File: config.mk
export PLATFORM = sky130hd
export DESIGN_NAME = dual_light_sensor_fusion_average_unit
export DESIGN_NICKNAME = d
export VERILOG_FILES = /design/src/sv/dlsf_pkg.sv /design/src/sv/dlsf_ram.sv /design/src/sv/dual_light_sensor_fusion_average_unit.sv
export SDC_FILE = /design/constraint.sdc
export NUM_CORES = 1
export LEC_CHECK = 0
export BUFFER_PORTS_ARGS = -buffer_cell sky130_fd_sc_hd__buf_2
export CELL_PAD_IN_SITES_DETAIL_PLACEMENT = 0
export CELL_PAD_IN_SITES_GLOBAL_PLACEMENT = 1
export CORE_ASPECT_RATIO = 0.9
export CORE_UTILIZATION = 57
export CTS_CLUSTER_SIZE = 10
export DETAILED_ROUTE_END_ITERATION = 10
export PLACE_DENSITY = 0.95
export SLEW_MARGIN = 20
export SYNTH_ARGS = -nofsm -noshare
export SYNTH_HDL_FRONTEND = slang
export SYNTH_HIERARCHICAL = 1
export SYNTH_SLANG_ARGS = --single-unit
File: constraint.sdc
create_clock -name clk -period 11.1 [get_ports clk]
set_input_delay 0.555 -clock clk [delete_from_list [all_inputs] [get_ports clk]]
set_output_delay 0.555 -clock clk [all_outputs]
set_load 0.05 [all_outputs]
File: src/sv/dlsf_pkg.sv
// Shared types and constants of the dual light sensor fusion average unit.
// Used by the top level and its port checker; depends on nothing.
`default_nettype none

package dlsf_pkg;

	// Field widths of the stream beats.
	localparam int SAMPLE_W    = 10;
	localparam int LEVEL_W     = 8;
	localparam int CFG_IDX_W   = 3;
	localparam int CFG_DATA_W  = 8;
	localparam int IN_TDATA_W  = 24;
	localparam int OUT_TDATA_W = 16;
	localparam int OUT_TUSER_W = 5;

	// Default ring length exponent.
	localparam int LOG2_DEPTH_DEF = 4;

	// Scaling maps raw 1..1022 onto min..max, so the divisor is 1021.
	// The quotient is estimated as (x * 1027) >> 20 and corrected once.
	localparam int RAW_SPAN    = 1021;
	localparam int RECIP       = 1027;
	localparam int RECIP_SHIFT = 20;
	localparam logic [LEVEL_W-1:0] LEVEL_TOP = 8'd255;

	// Configuration register indexes.
	typedef enum logic [CFG_IDX_W-1:0] {
		REG_ENABLE_A        = 3'd0,
		REG_ENABLE_B        = 3'd1,
		REG_OUT_MIN_A       = 3'd2,
		REG_OUT_MAX_A       = 3'd3,
		REG_OUT_MIN_B       = 3'd4,
		REG_OUT_MAX_B       = 3'd5,
		REG_DISPARITY_LIMIT = 3'd6
	} cfg_reg_t;

	// How the fused level was formed.
	typedef enum logic [2:0] {
		MODE_MEAN     = 3'd0,
		MODE_HIGHER   = 3'd1,
		MODE_A_ONLY   = 3'd2,
		MODE_B_ONLY   = 3'd3,
		MODE_BOTH_BAD = 3'd4
	} fusion_mode_t;

	// One finished result waiting in the output buffer.
	typedef struct packed {
		logic [LEVEL_W-1:0] level_avg;
		logic [LEVEL_W-1:0] level_now;
		logic               fault_a;
		logic               fault_b;
		fusion_mode_t       fusion_mode;
	} result_t;

endpackage

`default_nettype wire

File: src/sv/dlsf_ram.sv
// Generic single-clock RAM with one write port and one registered read port.
// Holds the history ring of the fusion average unit; no package dependency.
`default_nettype none

module dlsf_ram #(
	parameter int WIDTH  = 8,
	parameter int ADDR_W = 4
) (
	input  wire logic              clk,
	input  wire logic              we,
	input  wire logic [ADDR_W-1:0] waddr,
	input  wire logic [WIDTH-1:0]  wdata,
	input  wire logic              re,
	input  wire logic [ADDR_W-1:0] raddr,
	output logic      [WIDTH-1:0]  rdata
);

	localparam int DEPTH = 1 << ADDR_W;

	logic [WIDTH-1:0] mem_q [DEPTH];

	// Write port.
	always_ff @(posedge clk) begin
		if (we) begin
			mem_q[waddr] <= wdata;
		end
	end

	// Registered read port.
	always_ff @(posedge clk) begin
		if (re) begin
			rdata <= mem_q[raddr];
		end
	end

endmodule

`default_nettype wire

File: src/sv/dual_light_sensor_fusion_average_unit.sv
// Top level of the dual light sensor fusion average unit.
// Depends on dlsf_pkg and instantiates dlsf_ram for the history ring.
//
// Usage:
// Input beats arrive on s_tvalid/s_tready/s_tdata, each carrying one raw 10-bit sample
// per sensor. Each accepted beat yields exactly one output beat on m_tvalid/m_tready
// with the moving average and the fused level in m_tdata and the fault flags and the
// fusion mode in m_tuser. Configuration registers are written over cfg_valid/cfg_index/
// cfg_data; cfg_ready is always high and writes belong to idle periods.
// Path: a beat passes five arithmetic stages and the ring read stage, then enters the
// output buffer that drives m_tvalid.
// Throughput: one beat per cycle while the receiver takes results; the stage pipeline
// keeps filling while the receiver stalls, and a two-entry output buffer keeps the RAM
// read and write back in lock step, so a stall never drops or repeats a result.
// Reset: the control, pointer, sum, configuration and stage 4 registers take their reset
// values at once; the other data registers have none. The history ring needs no clearing
// pass: until the write slot wraps for the first time, every read of the ring is taken as zero.
// Ring access: each beat reads and rewrites the slot after the previous beat's slot,
// so the write back of one beat never meets the read of the next one.
`default_nettype none

module dual_light_sensor_fusion_average_unit #(
	parameter int LOG2_DEPTH = dlsf_pkg::LOG2_DEPTH_DEF
) (
	input  wire logic                             clk,
	input  wire logic                             arst_n,
	// Input stream.
	input  wire logic                             s_tvalid,
	output logic                                  s_tready,
	input  wire logic [dlsf_pkg::IN_TDATA_W-1:0]  s_tdata,   // sample_a[9:0], sample_b[19:10]
	// Output stream.
	output logic                                  m_tvalid,
	input  wire logic                             m_tready,
	output logic [dlsf_pkg::OUT_TDATA_W-1:0]      m_tdata,   // level_avg[7:0], level_now[15:8]
	output logic [dlsf_pkg::OUT_TUSER_W-1:0]      m_tuser,   // fault_a[0], fault_b[1],
	                                                         // fusion_mode[4:2]
	// Configuration write channel.
	input  wire logic                             cfg_valid,
	output logic                                  cfg_ready,
	input  wire logic [dlsf_pkg::CFG_IDX_W-1:0]   cfg_index,
	input  wire logic [dlsf_pkg::CFG_DATA_W-1:0]  cfg_data
);

	localparam int SUM_W = LOG2_DEPTH + dlsf_pkg::LEVEL_W;
	localparam int LW    = dlsf_pkg::LEVEL_W;

	// ------------------------------------------------------------------
	// Configuration registers.
	logic          enable_a_q, enable_b_q;
	logic [LW-1:0] out_min_a_q, out_max_a_q, out_min_b_q, out_max_b_q;
	logic [LW-1:0] disparity_limit_q;

	assign cfg_ready = 1'b1;

	always_ff @(posedge clk or negedge arst_n) begin
		if (!arst_n) begin
			enable_a_q        <= 1'b1;
			enable_b_q        <= 1'b1;
			out_min_a_q       <= '0;
			out_max_a_q       <= dlsf_pkg::LEVEL_TOP;
			out_min_b_q       <= '0;
			out_max_b_q       <= dlsf_pkg::LEVEL_TOP;
			disparity_limit_q <= 8'd32;
		end else if (cfg_valid && cfg_ready) begin
			unique case (cfg_index)
				dlsf_pkg::REG_ENABLE_A:        enable_a_q        <= cfg_data[0];
				dlsf_pkg::REG_ENABLE_B:        enable_b_q        <= cfg_data[0];
				dlsf_pkg::REG_OUT_MIN_A:       out_min_a_q       <= cfg_data;
				dlsf_pkg::REG_OUT_MAX_A:       out_max_a_q       <= cfg_data;
				dlsf_pkg::REG_OUT_MIN_B:       out_min_b_q       <= cfg_data;
				dlsf_pkg::REG_OUT_MAX_B:       out_max_b_q       <= cfg_data;
				dlsf_pkg::REG_DISPARITY_LIMIT: disparity_limit_q <= cfg_data;
				default: ;
			endcase
		end
	end

	// Per-lane views of the configuration (lane 0 is sensor A, lane 1 is sensor B).
	logic [LW-1:0] lo [2];
	logic [LW-1:0] hi [2];
	logic          en [2];
	logic [dlsf_pkg::SAMPLE_W-1:0] smp [2];

	assign lo[0]  = out_min_a_q;
	assign lo[1]  = out_min_b_q;
	assign hi[0]  = out_max_a_q;
	assign hi[1]  = out_max_b_q;
	assign en[0]  = enable_a_q;
	assign en[1]  = enable_b_q;
	assign smp[0] = s_tdata[9:0];
	assign smp[1] = s_tdata[19:10];

	// ------------------------------------------------------------------
	// Pipeline flow control: each stage loads when it is empty or moving on.
	logic v1_q, v2_q, v3_q, v4_q, v5_q;
	logic take1, take2, take3, take4, take5;
	logic issue, issue_ok, accept;

	assign issue    = v5_q && issue_ok;
	assign take5    = !v5_q || issue;
	assign take4    = !v4_q || take5;
	assign take3    = !v3_q || take4;
	assign take2    = !v2_q || take3;
	assign take1    = !v1_q || take2;
	assign s_tready = take1;
	assign accept   = s_tvalid && take1;

	// ------------------------------------------------------------------
	// Stage 1: offset sample times span, kept as magnitude and sign.
	logic signed [10:0] num  [2];
	logic signed [8:0]  span [2];
	logic signed [19:0] prod [2];
	logic signed [19:0] negp [2];
	logic [17:0]        mag_s1 [2];
	logic               neg_s1 [2];

	always_comb begin
		for (int i = 0; i < 2; i++) begin
			num[i]  = $signed({1'b0, smp[i]}) - 11'sd1;
			span[i] = $signed({1'b0, hi[i]}) - $signed({1'b0, lo[i]});
			prod[i] = 20'(num[i]) * 20'(span[i]);
			negp[i] = -prod[i];
		end
	end

	always_ff @(posedge clk) begin
		if (take1) begin
			for (int i = 0; i < 2; i++) begin
				mag_s1[i] <= prod[i][19] ? negp[i][17:0] : prod[i][17:0];
				neg_s1[i] <= prod[i][19];
			end
		end
	end

	// Stage 2: quotient estimate by reciprocal multiply, low by at most one.
	logic [28:0] est   [2];
	logic [7:0]  q0_s2 [2];
	logic [17:0] mag_s2 [2];
	logic        neg_s2 [2];

	always_comb begin
		for (int i = 0; i < 2; i++) begin
			est[i] = 29'(mag_s1[i]) * 29'(dlsf_pkg::RECIP);
		end
	end

	always_ff @(posedge clk) begin
		if (take2) begin
			for (int i = 0; i < 2; i++) begin
				q0_s2[i]  <= est[i][dlsf_pkg::RECIP_SHIFT +: 8];
				mag_s2[i] <= mag_s1[i];
				neg_s2[i] <= neg_s1[i];
			end
		end
	end

	// Stage 3: correct the estimate and restore the sign (truncation toward zero).
	logic [17:0]       qm  [2];
	logic [17:0]       rem [2];
	logic [7:0]        qc  [2];
	logic signed [8:0] qs_s3 [2];

	always_comb begin
		for (int i = 0; i < 2; i++) begin
			qm[i]  = 18'(q0_s2[i]) * 18'(dlsf_pkg::RAW_SPAN);
			rem[i] = mag_s2[i] - qm[i];
			qc[i]  = q0_s2[i] + ((rem[i] >= 18'(dlsf_pkg::RAW_SPAN)) ? 8'd1 : 8'd0);
		end
	end

	always_ff @(posedge clk) begin
		if (take3) begin
			for (int i = 0; i < 2; i++) begin
				qs_s3[i] <= neg_s2[i] ? -$signed({1'b0, qc[i]}) : $signed({1'b0, qc[i]});
			end
		end
	end

	// Stage 4: add the lower end, clamp, flag bad connections. A disabled sensor
	// keeps its reading; the held readings are this stage's payload.
	logic signed [10:0] vsum [2];
	logic [LW-1:0]      clamped [2];
	logic [LW-1:0]      reading_q [2];
	logic               bad_q [2];

	always_comb begin
		for (int i = 0; i < 2; i++) begin
			vsum[i] = 11'(qs_s3[i]) + $signed({3'b000, lo[i]});
			if (vsum[i] < 0) begin
				clamped[i] = '0;
			end else if (vsum[i] > $signed({3'b000, dlsf_pkg::LEVEL_TOP})) begin
				clamped[i] = dlsf_pkg::LEVEL_TOP;
			end else begin
				clamped[i] = vsum[i][LW-1:0];
			end
		end
	end

	always_ff @(posedge clk or negedge arst_n) begin
		if (!arst_n) begin
			for (int i = 0; i < 2; i++) begin
				reading_q[i] <= '0;
				bad_q[i]     <= 1'b0;
			end
		end else if (v3_q && take4) begin
			for (int i = 0; i < 2; i++) begin
				if (en[i]) begin
					reading_q[i] <= clamped[i];
					bad_q[i]     <= (clamped[i] == '0) || (clamped[i] == dlsf_pkg::LEVEL_TOP);
				end
			end
		end
	end

	// Stage 5: fuse the two readings.
	logic [LW-1:0]          diff, higher;
	logic [LW:0]            pair_sum;
	logic [LW-1:0]          fused;
	dlsf_pkg::fusion_mode_t mode;
	logic [LW-1:0]          fused_s5;
	dlsf_pkg::fusion_mode_t mode_s5;
	logic                   fault_a_s5, fault_b_s5;

	always_comb begin
		diff     = (reading_q[0] > reading_q[1]) ? reading_q[0] - reading_q[1]
		                                         : reading_q[1] - reading_q[0];
		higher   = (reading_q[0] > reading_q[1]) ? reading_q[0] : reading_q[1];
		pair_sum = {1'b0, reading_q[0]} + {1'b0, reading_q[1]};
		if (!bad_q[0] && !bad_q[1]) begin
			if (diff >= disparity_limit_q) begin
				fused = higher;
				mode  = dlsf_pkg::MODE_HIGHER;
			end else begin
				fused = pair_sum[LW:1];
				mode  = dlsf_pkg::MODE_MEAN;
			end
		end else if (!bad_q[0]) begin
			fused = reading_q[0];
			mode  = dlsf_pkg::MODE_A_ONLY;
		end else if (!bad_q[1]) begin
			fused = reading_q[1];
			mode  = dlsf_pkg::MODE_B_ONLY;
		end else begin
			fused = dlsf_pkg::LEVEL_TOP;
			mode  = dlsf_pkg::MODE_BOTH_BAD;
		end
	end

	always_ff @(posedge clk) begin
		if (take5) begin
			fused_s5   <= fused;
			mode_s5    <= mode;
			fault_a_s5 <= bad_q[0];
			fault_b_s5 <= bad_q[1];
		end
	end

	// ------------------------------------------------------------------
	// Stage 6: ring read issued, write back and running sum in the following cycle.
	logic [LOG2_DEPTH-1:0]  slot_q;
	logic                   wrapped_q;
	logic [SUM_W-1:0]       sum_q;
	logic                   v6_q;
	logic [LOG2_DEPTH-1:0]  slot_s6;
	logic                   old_ok_s6;
	logic [LW-1:0]          fused_s6;
	dlsf_pkg::fusion_mode_t mode_s6;
	logic                   fault_a_s6, fault_b_s6;
	logic [LW-1:0]          ram_rdata, old_level;
	logic [SUM_W-1:0]       sum_next;

	dlsf_ram #(
		.WIDTH  (LW),
		.ADDR_W (LOG2_DEPTH)
	) u_history (
		.clk   (clk),
		.we    (v6_q),
		.waddr (slot_s6),
		.wdata (fused_s6),
		.re    (issue),
		.raddr (slot_q),
		.rdata (ram_rdata)
	);

	// Entries not yet written since reset read as zero.
	assign old_level = old_ok_s6 ? ram_rdata : '0;
	assign sum_next  = sum_q - SUM_W'(old_level) + SUM_W'(fused_s6);

	always_ff @(posedge clk or negedge arst_n) begin
		if (!arst_n) begin
			slot_q    <= '0;
			wrapped_q <= 1'b0;
			sum_q     <= '0;
		end else begin
			if (issue) begin
				slot_q <= slot_q + LOG2_DEPTH'(1);
				if (slot_q == {LOG2_DEPTH{1'b1}}) begin
					wrapped_q <= 1'b1;
				end
			end
			if (v6_q) begin
				sum_q <= sum_next;
			end
		end
	end

	always_ff @(posedge clk) begin
		if (issue) begin
			slot_s6    <= slot_q;
			old_ok_s6  <= wrapped_q;
			fused_s6   <= fused_s5;
			mode_s6    <= mode_s5;
			fault_a_s6 <= fault_a_s5;
			fault_b_s6 <= fault_b_s5;
		end
	end

	// Stage valid bits.
	always_ff @(posedge clk or negedge arst_n) begin
		if (!arst_n) begin
			v1_q <= 1'b0;
			v2_q <= 1'b0;
			v3_q <= 1'b0;
			v4_q <= 1'b0;
			v5_q <= 1'b0;
			v6_q <= 1'b0;
		end else begin
			if (take1) v1_q <= accept;
			if (take2) v2_q <= v1_q;
			if (take3) v3_q <= v2_q;
			if (take4) v4_q <= v3_q;
			if (take5) v5_q <= v4_q;
			v6_q <= issue;
		end
	end

	// ------------------------------------------------------------------
	// Two-entry output buffer. A read is issued only when the buffer will have
	// room for its result, counting the beat already in the write-back cycle.
	dlsf_pkg::result_t obuf_q [2];
	dlsf_pkg::result_t head;
	logic              wr_ptr_q, rd_ptr_q;
	logic [1:0]        cnt_q, occ;
	logic              pop;

	assign head     = obuf_q[rd_ptr_q];
	assign m_tvalid = (cnt_q != 2'd0);
	assign pop      = m_tvalid && m_tready;
	assign occ      = cnt_q + {1'b0, v6_q};
	assign issue_ok = (occ < 2'd2) || ((occ == 2'd2) && pop);

	assign m_tdata  = {head.level_now, head.level_avg};
	assign m_tuser  = {head.fusion_mode, head.fault_b, head.fault_a};

	always_ff @(posedge clk) begin
		if (v6_q) begin
			obuf_q[wr_ptr_q] <= '{
				level_avg:   sum_next[LOG2_DEPTH +: LW],
				level_now:   fused_s6,
				fault_a:     fault_a_s6,
				fault_b:     fault_b_s6,
				fusion_mode: mode_s6
			};
		end
	end

	always_ff @(posedge clk or negedge arst_n) begin
		if (!arst_n) begin
			wr_ptr_q <= 1'b0;
			rd_ptr_q <= 1'b0;
			cnt_q    <= '0;
		end else begin
			if (v6_q) wr_ptr_q <= !wr_ptr_q;
			if (pop)  rd_ptr_q <= !rd_ptr_q;
			cnt_q <= cnt_q + {1'b0, v6_q} - {1'b0, pop};
		end
	end

endmodule

`default_nettype wire

**Word level (Yosys, flattened, before mapping)**

Memories as Yosys holds them, arrays and structs flattened. A register that Yosys moved wholly into a read port is not among the register bits.
Cells that the tools add are included.

- $add $sub $neg: 22
- $mul: 6
- Div/mod/pow operators: 0
- $lt $le $gt $ge: 9
- Equality and inequality tests: 10
- Shifts and indexed selects: 0
- Mux-type cells: 29
- Bitwise logic cells: 0
- Reductions and logical operators: 37

Operators with widths:

| cell | number |
|---|---|
| $mux 8 | 11 |
| $mul 18x11->28 const B | 2 |
| $mul 11x9->20 | 2 |
| $ge 18x10->1 const B | 2 |
| $mul 8x10->18 const B | 2 |
| $mux 18 | 2 |
| $neg 18->18 | 2 |
| $sub 18x18->18 | 2 |
| $sub 10x1->11 const B | 2 |
| $add 9x9->10 | 2 |
| $gt 10x9->1 const B | 2 |
| $lt 10x1->1 const B | 2 |
| $reduce_and 2->1 | 10 |
| $mux 9 | 2 |
| $neg 8->9 | 2 |
| $sub 8x8->9 | 2 |
| $add 8x1->8 | 2 |
| $eq 8x8->1 const B | 2 |
| $logic_not 8->1 | 2 |
| $sub 8x8->8 | 2 |
| $add 12x8->12 | 1 |
| $sub 12x8->12 | 1 |
| $mux 1 | 11 |
| $add 8x8->9 | 1 |
| 17 further kinds | 42 |

- Register bits: 118
- Latch bits: 0
- Memory bits (writable): 280
- Memory bits (read-only): 0
- Input port bits: 40
- Output and inout bits: 24
- Logic and storage cells: 154
- Memories: 8

Memory list:

| name | words | width | read ports | clocked after memory_dff | write ports | RTL line | text |
|---|---|---|---|---|---|---|---|
| u_history.mem_q | 16 | 8 | 1 | 1 | 1 | dlsf_ram.sv:20 | `logic [WIDTH-1:0] mem_q [DEPTH];` |
| obuf_q | 2 | 21 | 1 | 0 | 1 | dual_light_sensor_fusion_average_unit.sv:340 | `dlsf_pkg::result_t obuf_q [2];` |
| mag_s1 | 2 | 18 | 2 | 0 | 2 | dual_light_sensor_fusion_average_unit.sv:114 | `logic [17:0] mag_s1 [2];` |
| mag_s2 | 2 | 18 | 2 | 0 | 2 | dual_light_sensor_fusion_average_unit.sv:138 | `logic [17:0] mag_s2 [2];` |
| qs_s3 | 2 | 9 | 2 | 0 | 2 | dual_light_sensor_fusion_average_unit.sv:161 | `logic signed [8:0] qs_s3 [2];` |
| q0_s2 | 2 | 8 | 2 | 0 | 2 | dual_light_sensor_fusion_average_unit.sv:137 | `logic [7:0] q0_s2 [2];` |
| 2 more memories | -- | -- | -- | -- | -- | -- |  |

**Longest topological paths before layout**

Gate-level depths: netlist (run 1).

- Depth after elaboration: 12
- Mapped depth: 32
- Depth with buffers taken out: 30

**By module**

The synthesis (run 1) kept the hierarchy.

By module, submodules not included:

| module | instances | cells each | area an instance (um^2) | sequential area each (um^2) |
|---|---|---|---|---|
| dual_light_sensor_fusion_average_unit | 1 | 2,906 | 28,881.4 | 7,696.1 |
| dlsf_ram | 1 | 229 | 5,227.5 | 4,083.9 |

**Least setup slack after synthesis (run 1)**

No wires, ideal clock.

- Path type: register to register
- Start point: register out_min_a_q[1]
- End point: memory mag_s1[0][17] (data pin)
- Setup time: 0.266 ns
- Arrival time: 6.731 ns
- Required time: 10.834 ns
- Slack: 4.103 ns
- Cell stages (with the launch flop): 29
- Path buffers: 1
- Period minus slack after synthesis: 6.997 ns
- Path through: dfrtp_1 > inv_1 > ha_1 > nor2b_1 > o21ai_0 > a21boi_0 > o21ai_1 > a21boi_0 > o21a_1 > or3_1 > clkbuf_1 > nand3_1 > fa_1 > fa_1 > inv_1 > fa_1 > fa_1 > inv_1 > fa_1 > inv_1 > ha_1 > a21o_1 > nand2_1 > a32oi_1 > nor3_2 > nand4_2 > or4_4 > o31ai_2 > xor2_1

RTL lines:

| element | RTL line | text |
|---|---|---|
| from (decl) | dual_light_sensor_fusion_average_unit.sv:50 | `logic [LW-1:0] out_min_a_q, out_max_a_q, out_min_b_q, out_max_b_q;` |
| from (signal assigned) | dual_light_sensor_fusion_average_unit.sv:68 | `dlsf_pkg::REG_OUT_MIN_A: out_min_a_q <= cfg_data;` |
| to (decl) | dual_light_sensor_fusion_average_unit.sv:114 |  |

==> results of run 1 <==
cells in the mapped netlist, types with 18 or more instances:
cell type,instances
sky130_fd_sc_hd__edfxtp_1,319
sky130_fd_sc_hd__nand2b_1,70
sky130_fd_sc_hd__nor2b_1,19
sky130_fd_sc_hd__nor3_1,53
sky130_fd_sc_hd__clkbuf_1,36
sky130_fd_sc_hd__nand2_1,188
sky130_fd_sc_hd__a21oi_1,88
sky130_fd_sc_hd__nor2_1,189
sky130_fd_sc_hd__and2_1,20
sky130_fd_sc_hd__xor2_1,70
sky130_fd_sc_hd__dfstp_2,19
sky130_fd_sc_hd__nand3_1,53
sky130_fd_sc_hd__xnor2_1,133
sky130_fd_sc_hd__mux4_2,18
sky130_fd_sc_hd__inv_1,578
sky130_fd_sc_hd__or3_1,18
sky130_fd_sc_hd__o31ai_1,25
sky130_fd_sc_hd__o21a_1,18
sky130_fd_sc_hd__ha_1,388
sky130_fd_sc_hd__or2_2,29
sky130_fd_sc_hd__mux2_2,54
sky130_fd_sc_hd__a21o_1,26
sky130_fd_sc_hd__o21ai_1,19
sky130_fd_sc_hd__fa_1,281
sky130_fd_sc_hd__a22oi_1,22
sky130_fd_sc_hd__dfrtp_1,68
sky130_fd_sc_hd__o21ai_0,105
repair_timing:
item / in CTS / in global routing
buffers inserted: 0 / 0
hold buffers: 1 / 0
endpoints found under the hold margin: 12 / 0
final cells by class:
class,instances,area [µm²],area share (%)
repair buffers,75,443,1.20
multi-input cells,2094,19900,54.2
clock inverters,9,149,0.405
well taps,774,968,2.63
clock buffers,81,1330,3.60
flip-flops and latches,406,11800,32.0
inverters,580,2180,5.92
critical path, stage by stage, from the launching register on:
cell	delay, ns
sky130_fd_sc_hd__dfstp_2	0.54
sky130_fd_sc_hd__ha_1	0.28
sky130_fd_sc_hd__nor2b_1	0.16
sky130_fd_sc_hd__o21ai_0	0.21
sky130_fd_sc_hd__a21boi_1	0.13
sky130_fd_sc_hd__o21ai_0	0.26
sky130_fd_sc_hd__a21boi_1	0.14
sky130_fd_sc_hd__o21ai_0	0.17
sky130_fd_sc_hd__nor2b_1	0.45
sky130_fd_sc_hd__nand2_1	0.15
sky130_fd_sc_hd__fa_1	0.53
sky130_fd_sc_hd__fa_1	0.54
sky130_fd_sc_hd__inv_1	0.05
sky130_fd_sc_hd__fa_1	0.51
sky130_fd_sc_hd__fa_1	0.56
sky130_fd_sc_hd__inv_1	0.06
sky130_fd_sc_hd__fa_1	0.49
sky130_fd_sc_hd__inv_1	0.04
sky130_fd_sc_hd__ha_1	0.38
sky130_fd_sc_hd__o21ai_0	0.20
sky130_fd_sc_hd__a21oi_1	0.08
sky130_fd_sc_hd__o21a_2	0.23
sky130_fd_sc_hd__a211oi_1	0.21
sky130_fd_sc_hd__nor3_1	0.11
sky130_fd_sc_hd__xnor2_2	0.64
sky130_fd_sc_hd__o21ai_0	0.24
sky130_fd_sc_hd__xnor2_1	0.18
state kept, by name, summed over array words and instances, names as in the netlist, 12 cells and up:
signal,count
u_history/mem_q,128
obuf_q,42
mag_s1,36
mag_s2,36
qs_s3,18
q0_s2,16
reading_q,16
sum_q,12
through the flow:
| stage | util (%) | hold WS [ns] | std cells | setup slack (ns) |
|---|---|---|---|---|
| final | 62.6 | 0.198 | 4019 | 3.29 |
| after global routing | 62.6 | 0.209 | 4019 | 2.74 |
| after CTS | 62.5 | 0.177 | 4018 | 3.35 |
| after detailed placement | 60.0 | 0.405 | 3927 | 3.35 |
| after global placement | 60.0 | 0.401 | 3927 | 3.53 |
| after floorplan | - | 0.259 | 3135 | 4.10 |
final timing paths:
kind                                startpoint              to  slack, ns  cells past startpoint
worst max-delay path            out_max_a_q[2]    mag_s1[0][9]       3.29                     26
worst min-delay path                  s_tvalid            v1_q       0.20                      2
worst max register to register  out_max_a_q[2]    mag_s1[0][9]       3.29                     26
worst min register to register     fused_s5[2]     fused_s6[2]       0.42                      0
max in group asynchronous               arst_n  out_max_a_q[5]       9.74                      4
min in group asynchronous               arst_n        rd_ptr_q       0.38                      2
logic make-up after synthesis:
| kind of cell | Yosys count | share of synthesized area [%] |
|---|---|---|
| AND/OR/NAND/NOR | 719 | 10.3 |
| adder cells (fa/ha/maj) | 669 | 30.7 |
| buffers and inverters | 635 | 7.18 |
| flip-flops | 406 | 34.5 |
| AO/OA/AOI/OAI | 399 | 7.46 |
| XOR/XNOR | 205 | 5.31 |
| multiplexers | 101 | 4.49 |
| other | 1 | 0.0110 |
placed cells by master (no fill, tap or decap), types with 33 or more instances in the layout:
cell type,instances
sky130_fd_sc_hd__inv_1,577
sky130_fd_sc_hd__ha_1,388
sky130_fd_sc_hd__edfxtp_1,319
sky130_fd_sc_hd__fa_1,281
sky130_fd_sc_hd__nor2_1,189
sky130_fd_sc_hd__nand2_1,187
sky130_fd_sc_hd__xnor2_1,132
sky130_fd_sc_hd__o21ai_0,105
sky130_fd_sc_hd__a21oi_1,88
sky130_fd_sc_hd__xor2_1,70
sky130_fd_sc_hd__nand2b_1,70
sky130_fd_sc_hd__dfrtp_1,67
sky130_fd_sc_hd__buf_2,57
sky130_fd_sc_hd__mux2_2,54
sky130_fd_sc_hd__nand3_1,53
sky130_fd_sc_hd__nor3_1,51
sky130_fd_sc_hd__clkbuf_16,48
sky130_fd_sc_hd__clkbuf_1,33
layer usage:
metal / share of wire (%) / GRT usage (%) / vias up / routed length, µm
li1: - / - / 10655 / -
met1: 45 / 31.6 / 10997 / 31100
met2: 49 / 40.6 / 622 / 33900
met3: 4.8 / 2.76 / 111 / 3360
met4: 2.0 / 6.40 / 0 / 1420
met5: 0 / 0 / - / 0
==> metrics list, run 1 <==
- Clock-pin slew was measured on the worst setup and hold paths at 0.05 ns.
- WL per Instance: 17.4 µm
- Summed over all failing endpoints, the final setup total negative slack is 0 ns.
* Filler cell count: 4479
- Counting flops with a built-in enable in the synthesized netlist gives 319.
- First-pass GRT wire length: 115000 µm
- In this run the standard cell core region covers 58800 µm².
* Dominant register cell in the synthesized netlist: sky130_fd_sc_hd__edfxtp_1
* Crit path max fanout: 19
- Post-route antenna net violation count: 0
- By startpoint and endpoint, the worst setup path is classified as register to register.
- Based on the critical path, the design can be clocked at up to between 100 and 150 MHz.
- In this run the tightest slew margin relative to its limit is between 20% and 30%.
- Minimum clock period: 7.81 ns
- Number of standard cells after synthesis: 3135
* Number of diodes added for antenna fixing: 0
- After global routing the overflow that remains totals 0.
- The floorplan step set the die width to roughly 260 µm.
- The flow ran to the end, and the final reports show no timing, DRC or antenna violations.
- Clock sink count: 406
- The first TritonRoute pass finished after 6 iterations.
- The worst setup path is captured at a register.
- The initial antenna violation count came to 0.
- Clock Skews: 0.0326 ns
* Post-route clock period utilization: 70.3%
- Sequential share of the synthesized area: 34.5%
- Count of H-tree levels built during CTS: 2
* Largest net degree at the start of global routing: 76
- HPWL after detailed placement: around 54000 µm
- Each instance of the synthesized netlist takes up on average 10.9 µm².
* Max Root-Sink Buffers: 3
- Full die area: 60800 µm²
- TritonCTS buffer count: 48
- The synthesized design contains between 400 and 500 register bits.
- In this run, post-CTS repair resized a total of 0 instances.
- The number of max-slew violations in the final report came to 0.
- Worst min path class: input pin to register
* RSZ-0062 raised after global routing: no
- Asr flop ratio synth: a little over a fifth
- After synthesis, the netlist uses 94 different library cells.
- The mapped netlist covers roughly 34000 µm².
- For this run, the number of Yosys warnings is 6.
* Via total after detailed routing: 22385
- Wires add up to 69800 µm.
* Initial core utilization: 58.1%
* Drt via density: 5.57
- Area growth from synthesis to final layout: 7.79%
* Total count of hold-check failures in the final report: 0
* Total GRT Usage: a little under a quarter
- Net count after synthesis: ~3800
- Ratio of cells with drive above 1 in the final layout: 8.63%
* Number of buffers added on ports: 58
- After synthesis, the cell types taking the most area are sky130_fd_sc_hd__edfxtp_1 (28%), sky130_fd_sc_hd__fa_1 (16%), sky130_fd_sc_hd__ha_1 (14%).
- DRC marker count from the first detailed-route iteration: 1524
- Summed over all instances, the cell type with the most area after synthesis is sky130_fd_sc_hd__edfxtp_1.
- TritonCTS built the clock tree.
- Data on the critical path is required at its endpoint by 11.42 ns.
* Data arrival at the endpoint of the critical path: 8.13 ns
* Number of nets in the layout: 3914
- For the worst-skew pair, the clock arrives at the later sink with an insertion delay of 0.61 ns.
- At the end of routability-driven placement, the weighted congestion stood at 0.912.
- Transition time at the pin with the least slew margin: 1.10 ns
- The floorplan has between 80 and 90 rows.
- Max_cap viols: 0
- The top cell type by area accounts for roughly 28% of the synthesized area.
- Summing all non-filler instances in the final layout gives an area of 36800 µm².
- After detailed routing, the number of remaining DRC violations is 0.
* Setup Viol. Count Final: 0
- The cell sitting at the root of the clock tree is a sky130_fd_sc_hd__clkbuf_16.
- The floorplan step set the die height to 234 µm.
* Kind of start point of the critical path: register
- 64 I/O pins were placed.
* Area post-placement: 35200 µm²
* Number of global-route vias before repair: 23391
Power of run 1 is left out: the tool's default activity adds up to more than one toggle a clock period on the data nets, which glitch-free logic cannot reach.
==> inputs of run 2 (changes only) <==
--- a/config.mk
+++ b/config.mk
@@ -9,10 +9,10 @@
 export CELL_PAD_IN_SITES_DETAIL_PLACEMENT = 0
 export CELL_PAD_IN_SITES_GLOBAL_PLACEMENT = 1
 export CORE_ASPECT_RATIO = 0.9
-export CORE_UTILIZATION = 57
+export CORE_UTILIZATION = 48
 export CTS_CLUSTER_SIZE = 10
 export DETAILED_ROUTE_END_ITERATION = 10
-export PLACE_DENSITY = 0.95
+export PLACE_DENSITY = 0.86
 export SLEW_MARGIN = 20
 export SYNTH_ARGS = -nofsm -noshare
 export SYNTH_HDL_FRONTEND = slang
==> constraint.sdc (replaced) <==
create_clock -name clk -period 6.55 [get_ports clk]
set_input_delay 0.3275 -clock clk [delete_from_list [all_inputs] [get_ports clk]]
set_output_delay 0.3275 -clock clk [all_outputs]
set_load 0.05 [all_outputs]
==> run 2 against run 1 <==
Compared with the run above:
- the flow now finishes with violations (negative setup slack)
- worst hold slack got worse by 0.16 ns
- clock skew increased by 0.0068 ns
- routed wire length decreased by 0.45%
- sequential share of layout area down 2.3 points
- via count up 0.86%
- final cell count up 9.7%
- maximum frequency up 16%
- sequential cell count is the same
- die area up 19%
- first-iteration DRC count shrank 20%
- design area grew 7.7%
- global-route usage decreased by 4.1 points
- largest cell class unchanged
==> metrics list, run 2 (synthesis results as in run 1) <==
- Final cell utilization of the core: 56.4% (-6.2 points)
- Placer Congestion: 0.896 (-1.7%)
- Stages on the worst setup path: 28 (+7.7%)
- Minimum clock period: 6.74 ns (-1.07 ns)
- Sort of element at the end of the critical path: register
- Count of H-tree levels built during CTS: 2 (unchanged)
- The sum of net half-perimeters after detailed placement is 53100 µm (-0.98%).
- Die boundary width: 283 µm (+8.9%)
* Most common cell type on the critical path: sky130_fd_sc_hd__fa_1
- The total setup violations reported at the end of the flow is 22 (+22).
- Fmax: 148 MHz (+16%)
* Largest delay share family, worst path: adder cells
- The buffering stage count on the worst path with inverters included was 4 (+1).
- DRC marker count from the first detailed-route iteration: 1221 (-20%)
* Worst-case setup margin in the final layout: -0.189 ns (-3.48 ns)
- Top reg by flops: u_history/mem_q
- The number of max-slew violations in the final report was 0 (unchanged).
- Number of antenna violations at the first check in global routing: 0 (unchanged)
- Clock tree from TritonCTS: built
* WL per Instance: 15.8 µm (-9.2%)
- The critical path arrival came to 7.09 ns (-1.04 ns).
* Cell count of the worst hold path: 3 (+1)
* TritonCTS buffer count: 48 (unchanged)
- The number of sinks on the clock net came to 406 (unchanged).
- The count of vias placed by the detailed router was 22578 (+0.86%).
- Worst hold slack: 0.0417 ns (-0.156 ns)
- The count of nets after finishing was 4137 (+5.7%).
- Number of DRC violations after detailed routing: 0 (unchanged)
- The final antenna diode count was 0 (unchanged).
- Number of buffers added on ports: 58 (unchanged)
- The top-level I/O count was 64 (unchanged).
* Core region area: 70200 µm² (+20%)
- Result of the run: finished, violations left
* Cell row count: 92 (+9.5%)
* Overall routed net length: 69500 µm (-0.45%)
- Kind of start point of the critical path: register
- The share of the clock period used by the worst path after layout was 103% (+33 points).
- Clock-pin transition on the worst setup and hold timing paths: 0.06 ns (about the same)
- Number of global-route vias before repair: 22558 (-3.6%)
* Congestion Overflow GR: 0 (unchanged)
- Critical Path RT: 6.90 ns (-4.52 ns)
* Number of cells traversed by the worst register-to-register path: 28 (+7.7%)
* Die height: 255 µm (+8.9%)
* Cell at the slowest stage of the critical path: sky130_fd_sc_hd__or4_4
- Critical path's largest stage delay: 0.53 ns (-0.11 ns)
* First drt pass iteration count: 5 (-1)
- The count of max-cap constraint violations came to 0 (unchanged).
* Largest regs: u_history/mem_q x128, obuf_q x42
- The count of endpoints failing hold in the final timing report is 0 (unchanged).
- The checks that failed: negative setup slack.
* Worst min path class: input pin to register
* Total GRT Usage: 19.5% (-4.1 points)
- The normalized max-slew margin came to 26.6% (+0.81 points).
- The final setup TNS is -0.995 ns (-0.995 ns).
- The library cell used most frequently in the layout, excluding fill and tap cells, is sky130_fd_sc_hd__inv_1.
- The largest net degree at the start of global routing was 70 (-7.9%).
- The per-cell via count in the routed design is 5.12 (-8.0%).
* Ratio of cells with drive above 1 in the final layout: 18.9% (+10 points)
* Crit path max fanout: 7 (-12)
* CTS Root Buffer Type: sky130_fd_sc_hd__clkbuf_16
* Max Root-Sink Buffers: 3 (unchanged)
- Setup repair after global routing could not meet its margin everywhere.
- Number of flip-flops in the largest register: 128 (unchanged)
- The worst-skew pair later-pin latency is 0.61 ns (about the same).
- The number of routed nets with antenna violations came to 0 (unchanged).
- From synthesis to final layout, the design area changed by 16.1%.
- Leaving out fill and tap cells, the most frequent cells in the layout are sky130_fd_sc_hd__inv_1 (562), sky130_fd_sc_hd__ha_1 (365), sky130_fd_sc_hd__edfxtp_1 (319).
- The worst-margin pin slew came to 1.10 ns (-0.00736 ns).
* Clock Skews: 0.0393 ns (+0.00678 ns)
- Worst Path Class, Setup: register to register
- The starting density of the core came to 48.6% (-9.5 points).
- The wire length of the first global-routing pass was 114000 µm (-0.67%).
- Full die area: 72100 µm² (+19%)
-- run 2: final timing paths --
check	from	to	slack, ns
max	out_max_a_q[0]	mag_s1[0][17]	-0.19
max reg2reg	out_max_a_q[0]	mag_s1[0][17]	-0.19
min reg2reg	fused_s5[3]	fused_s6[3]	0.42
min	cfg_data[3]	out_min_b_q[3]	0.04
min in group asynchronous	arst_n	sum_q[11]	0.20
max in group asynchronous	arst_n	out_min_b_q[5]	5.13
-- run 2: what timing repair did --
| action | in CTS | in global routing |
|---|---|---|
| setup endpoints to repair | 40 | 52 |
| pin swaps | 57 | 69 |
| hold buffers | 3 | 0 |
| hold endpoints to repair | 20 | 0 |
| resized for setup | 87 | 115 |
| setup buffers | 10 | 24 |
| cloned | 3 | 0 |
-- run 2: layout make-up --
cell class / count / area, µm²
Clock buffer: 81 / 1340
Multi-Input combinational cell: 2094 / 20800
Fill cell: 5878 / 30600
Clock inverter: 9 / 121
Inverter: 580 / 2180
Sequential cell: 406 / 11800
Tap cell: 940 / 1180
Timing Repair Buffer: 298 / 2210
-- run 2: worst reg2reg max path, delay by kind of cell (launching register included) --
family	cells	cell delay, ns
fa+ha+maj	8	3.21
simple gates	7	1.34
compound gates	8	1.12
flops	1	0.52
buf+inv	4	0.18
xor+xnor	1	0.10
-- run 2: through the flow --
step	area (µm²)	instances	worst slack, ns
2_1_floorplan	34300	3135	-0.0955
3_3_place_gp	37000	4279	-0.241
3_5_place_dp	37000	4279	-0.343
4_1_cts	38900	4385	-0.148
5_1_grt	39600	4408	-0.457
6_report	39600	4408	-0.189
-- run 2: metal layers --
metal / share of wire [%] / GRT usage, % / wire [µm]
met1: 48 / 27.9 / 33500
met2: 46 / 32.0 / 32100
met3: 4.0 / 2.25 / 2770
met4: 1.6 / 4.22 / 1090
met5: 0 / 0 / 0
Power of run 2 is left out for the same reason.
==> inputs of run 3 (changes only) <==
--- a/config.mk
+++ b/config.mk
@@ -7,12 +7,13 @@
 export LEC_CHECK = 0
 export BUFFER_PORTS_ARGS = -buffer_cell sky130_fd_sc_hd__buf_2
 export CELL_PAD_IN_SITES_DETAIL_PLACEMENT = 0
-export CELL_PAD_IN_SITES_GLOBAL_PLACEMENT = 1
+export CELL_PAD_IN_SITES_GLOBAL_PLACEMENT = 2
 export CORE_ASPECT_RATIO = 0.9
-export CORE_UTILIZATION = 48
+export CORE_UTILIZATION = 40
 export CTS_CLUSTER_SIZE = 10
 export DETAILED_ROUTE_END_ITERATION = 10
-export PLACE_DENSITY = 0.86
+export GPL_TIMING_DRIVEN = 1
+export PLACE_DENSITY = 0.85
 export SLEW_MARGIN = 20
 export SYNTH_ARGS = -nofsm -noshare
 export SYNTH_HDL_FRONTEND = slang
==> constraint.sdc (replaced) <==
create_clock -name clk -period 6.55 [get_ports clk]
set_input_delay 0 -clock clk [delete_from_list [all_inputs] [get_ports clk]]
set_output_delay 0 -clock clk [all_outputs]
set_load 0.05 [all_outputs]
==> run 3 against run 2 <==
Compared with the run above:
- the flow still finishes with violations (negative setup slack)
- critical path type unchanged
- die area up 20%
- clock-buffer cell count down 2
- via count down 0.47%
- maximum frequency down 0.23%
- register-to-register slack worse by 0.02 ns
- routed wire length up 3.1%
- critical path depth up 4
- clock skew down 0.0084 ns
- global-route usage down 2.6 points
==> metrics list, run 3 (synthesis results as in run 1) <==
- The placeable core region was 84400 µm² (+20%).
- Result of the run: finished, violations left
- Number of buffers added on ports: 58 (unchanged)
- Most common cell type on the critical path: sky130_fd_sc_hd__fa_1
- CTS placed an instance of sky130_fd_sc_hd__clkbuf_16 at the clock tree root.
* Violated checks: negative setup slack
- The setup slack of the critical path after layout was -0.205 ns (-0.0154 ns).
- Post-route clock period utilization: 103% (+0.23 points)
- The critical path arrival came to 7.09 ns (about the same).
- Largest regs: u_history/mem_q x128, obuf_q x42
- Leaving out fill and tap cells, the most frequent cells in the layout are sky130_fd_sc_hd__inv_1 (563), sky130_fd_sc_hd__ha_1 (368), sky130_fd_sc_hd__edfxtp_1 (319).
* Max_cap viols: 0 (unchanged)
- Critical path's largest stage delay: 0.53 ns (about the same)
* Initial core utilization: 40.4% (-8.2 points)
- Number of global-route vias before repair: 22787 (+1.0%)
- The largest net degree at the start of global routing is 71 (+1.4%).
- The total setup violations reported at the end of the flow is 34 (+55%).
- Critical Path RT: 6.88 ns (-0.02 ns)
- Number of flip-flops in the largest register: 128 (unchanged)
- Placer Congestion: 0.847 (-5.5%)
- Sort of element at the end of the critical path: register
* Number of nets in the layout: 4167 (+0.73%)
- Crit path max fanout: 8 (+1)
- Filler cell count: 7879 (+34%)
- DRC marker count from the first detailed-route iteration: 1110 (-9.1%)
* Largest delay share family, worst path: adder cells
* Clock Skews: 0.0309 ns (-0.00843 ns)
* Clock sink count: 406 (unchanged)
- First-pass GRT wire length: 118000 µm (+3.4%)
- The largest individual stage delay along the critical path comes from the cell sky130_fd_sc_hd__dfstp_2.
* Top Ports: 64 (unchanged)
- The maximum level of the CTS H-tree was 2 (unchanged).
* Worst Path Class, Setup: register to register
- R2r setup slk: -0.20 ns (-0.02 ns)
- Clock-pin transition on the worst setup and hold timing paths: 0.05 ns (about the same)
- Crit path buf inv count: 9 (+5)
- Transition time at the pin with the least slew margin: 1.02 ns (-0.0822 ns)
- The number of routed nets with antenna violations was 0 (unchanged).
* Via total after detailed routing: 22471 (-0.47%)
* Total count of hold-check failures in the final report: 0 (unchanged)
* Number of antenna violations at the first check in global routing: 0 (unchanged)
* Clock latency at the later pin of the worst-skew pair: 0.61 ns (about the same)
* Top reg by flops: u_history/mem_q
- The iteration count of the initial detailed-routing pass is 5 (unchanged).
- Number of pins with negative max-slew slack in the final report: 0 (unchanged)
* Area occupied by registers: 11800 µm² (unchanged)
* Clock tree from TritonCTS: built
* Cell row count: 101 (+9.8%)
* HPWL after detailed placement: 55400 µm (+4.3%)
- The final wirelength came to 71600 µm (+3.1%).
- The sum of overflow across all layers after global routing was 0 (unchanged).
- The min-delay analysis places its worst path in the category input pin to register.
- Most common library cell in the layout ignoring fill and taps: sky130_fd_sc_hd__inv_1
- Area growth from synthesis to final layout: 17.5%
- Setup repair after global routing could not meet its margin everywhere.
* WL per Instance: 15.5 µm (-1.9%)
* Total GRT Usage: 16.9% (-2.6 points)
* Number of diodes added for antenna fixing: 0 (unchanged)
- The largest buffer count on any clock path was 3 (unchanged).
* Kind of start point of the critical path: register
- The area occupied by multi-input gates was 20700 µm² (-0.26%).
* Ratio of cells with drive above 1 in the final layout: 18.7% (-0.28 points)
- Die boundary width: 310 µm (+9.5%)
- The clock period minus final worst setup slack was 6.75 ns (+0.0154 ns).
- The total clock buffers created by CTS came to 49 (+2.1%).
- The final routed DRC violation total was 0 (unchanged).
- The height of the die was 279 µm (+9.5%).
* Full die area: 86400 µm² (+20%)
* Relative slew slack: 32.3% (+5.7 points)
- The post-place setup slack came to -0.395 ns (-0.0520 ns).
* Drt via density: 4.85 (-5.3%)
- Fmax: 148 MHz (-0.23%)
==> run 3: path summary, 6_finish.rpt <==
| kind | start | endpoint | depth (start not counted) |
|---|---|---|---|
| setup / recovery | out_max_b_q[0] | mag_s1[0][19] | 32 |
| setup reg to reg | out_max_b_q[0] | mag_s1[0][19] | 32 |
| hold reg to reg | fused_s5[7] | fused_s6[7] | 0 |
| max in group asynchronous | arst_n | sum_q[0] | 3 |
| hold / removal | s_tdata[10] | mag_s1[0][18] | 3 |
| min in group asynchronous | arst_n | sum_q[2] | 3 |
==> run 3: worst min-delay path, delay by kind of cell <==
family                 cells  cell delay [ns]
buffers and inverters      2             0.29
AND/OR/NAND/NOR            1             0.11
==> run 3: per-stage QoR <==
step	TNS, ns	hold slack, ns	util (%)	cells	cell area [µm²]
3_5_place_dp	-7.92	-0.0923	44.2	4481	37300
6_report	-4.63	0.0215	47.5	4631	40100
5_1_grt	-14.33	0.0328	47.5	4631	40100
2_1_floorplan	-0.158	-0.296	-	3135	34300
4_1_cts	-3.52	0.00511	46.7	4618	39400
3_3_place_gp	-4.97	-0.0885	44.2	4481	37300
==> run 3: layout make-up <==
cell class,count,share of cell area (%)
clock buffers,79,3.39
clock inverters,12,0.381
inverters,580,5.48
multi-input cells,2094,51.7
flip-flops and latches,406,29.4
well taps,1133,3.54
repair buffers,326,6.07
repair inverters,1,0.0187
==> run 3: repair_timing <==
item,4_1_cts,5_1_grt
setup endpoints to repair,43,51
pin swaps,30,57
hold endpoints to repair,114,0
hold buffers,29,0
resized for setup,56,122
buffers inserted,16,12
cloned,1,2
==> run 3: metal layers <==
layer | vias to the layer above | wire length [µm] | GRT usage (%)
li1 | 11164 | - | -
met1 | 10933 | 36100 | 25.1
met2 | 300 | 32200 | 26.6
met3 | 74 | 2120 | 1.91
met4 | 0 | 1220 | 3.68
met5 | - | 0 | 0
Power of run 3 is left out for the same reason.
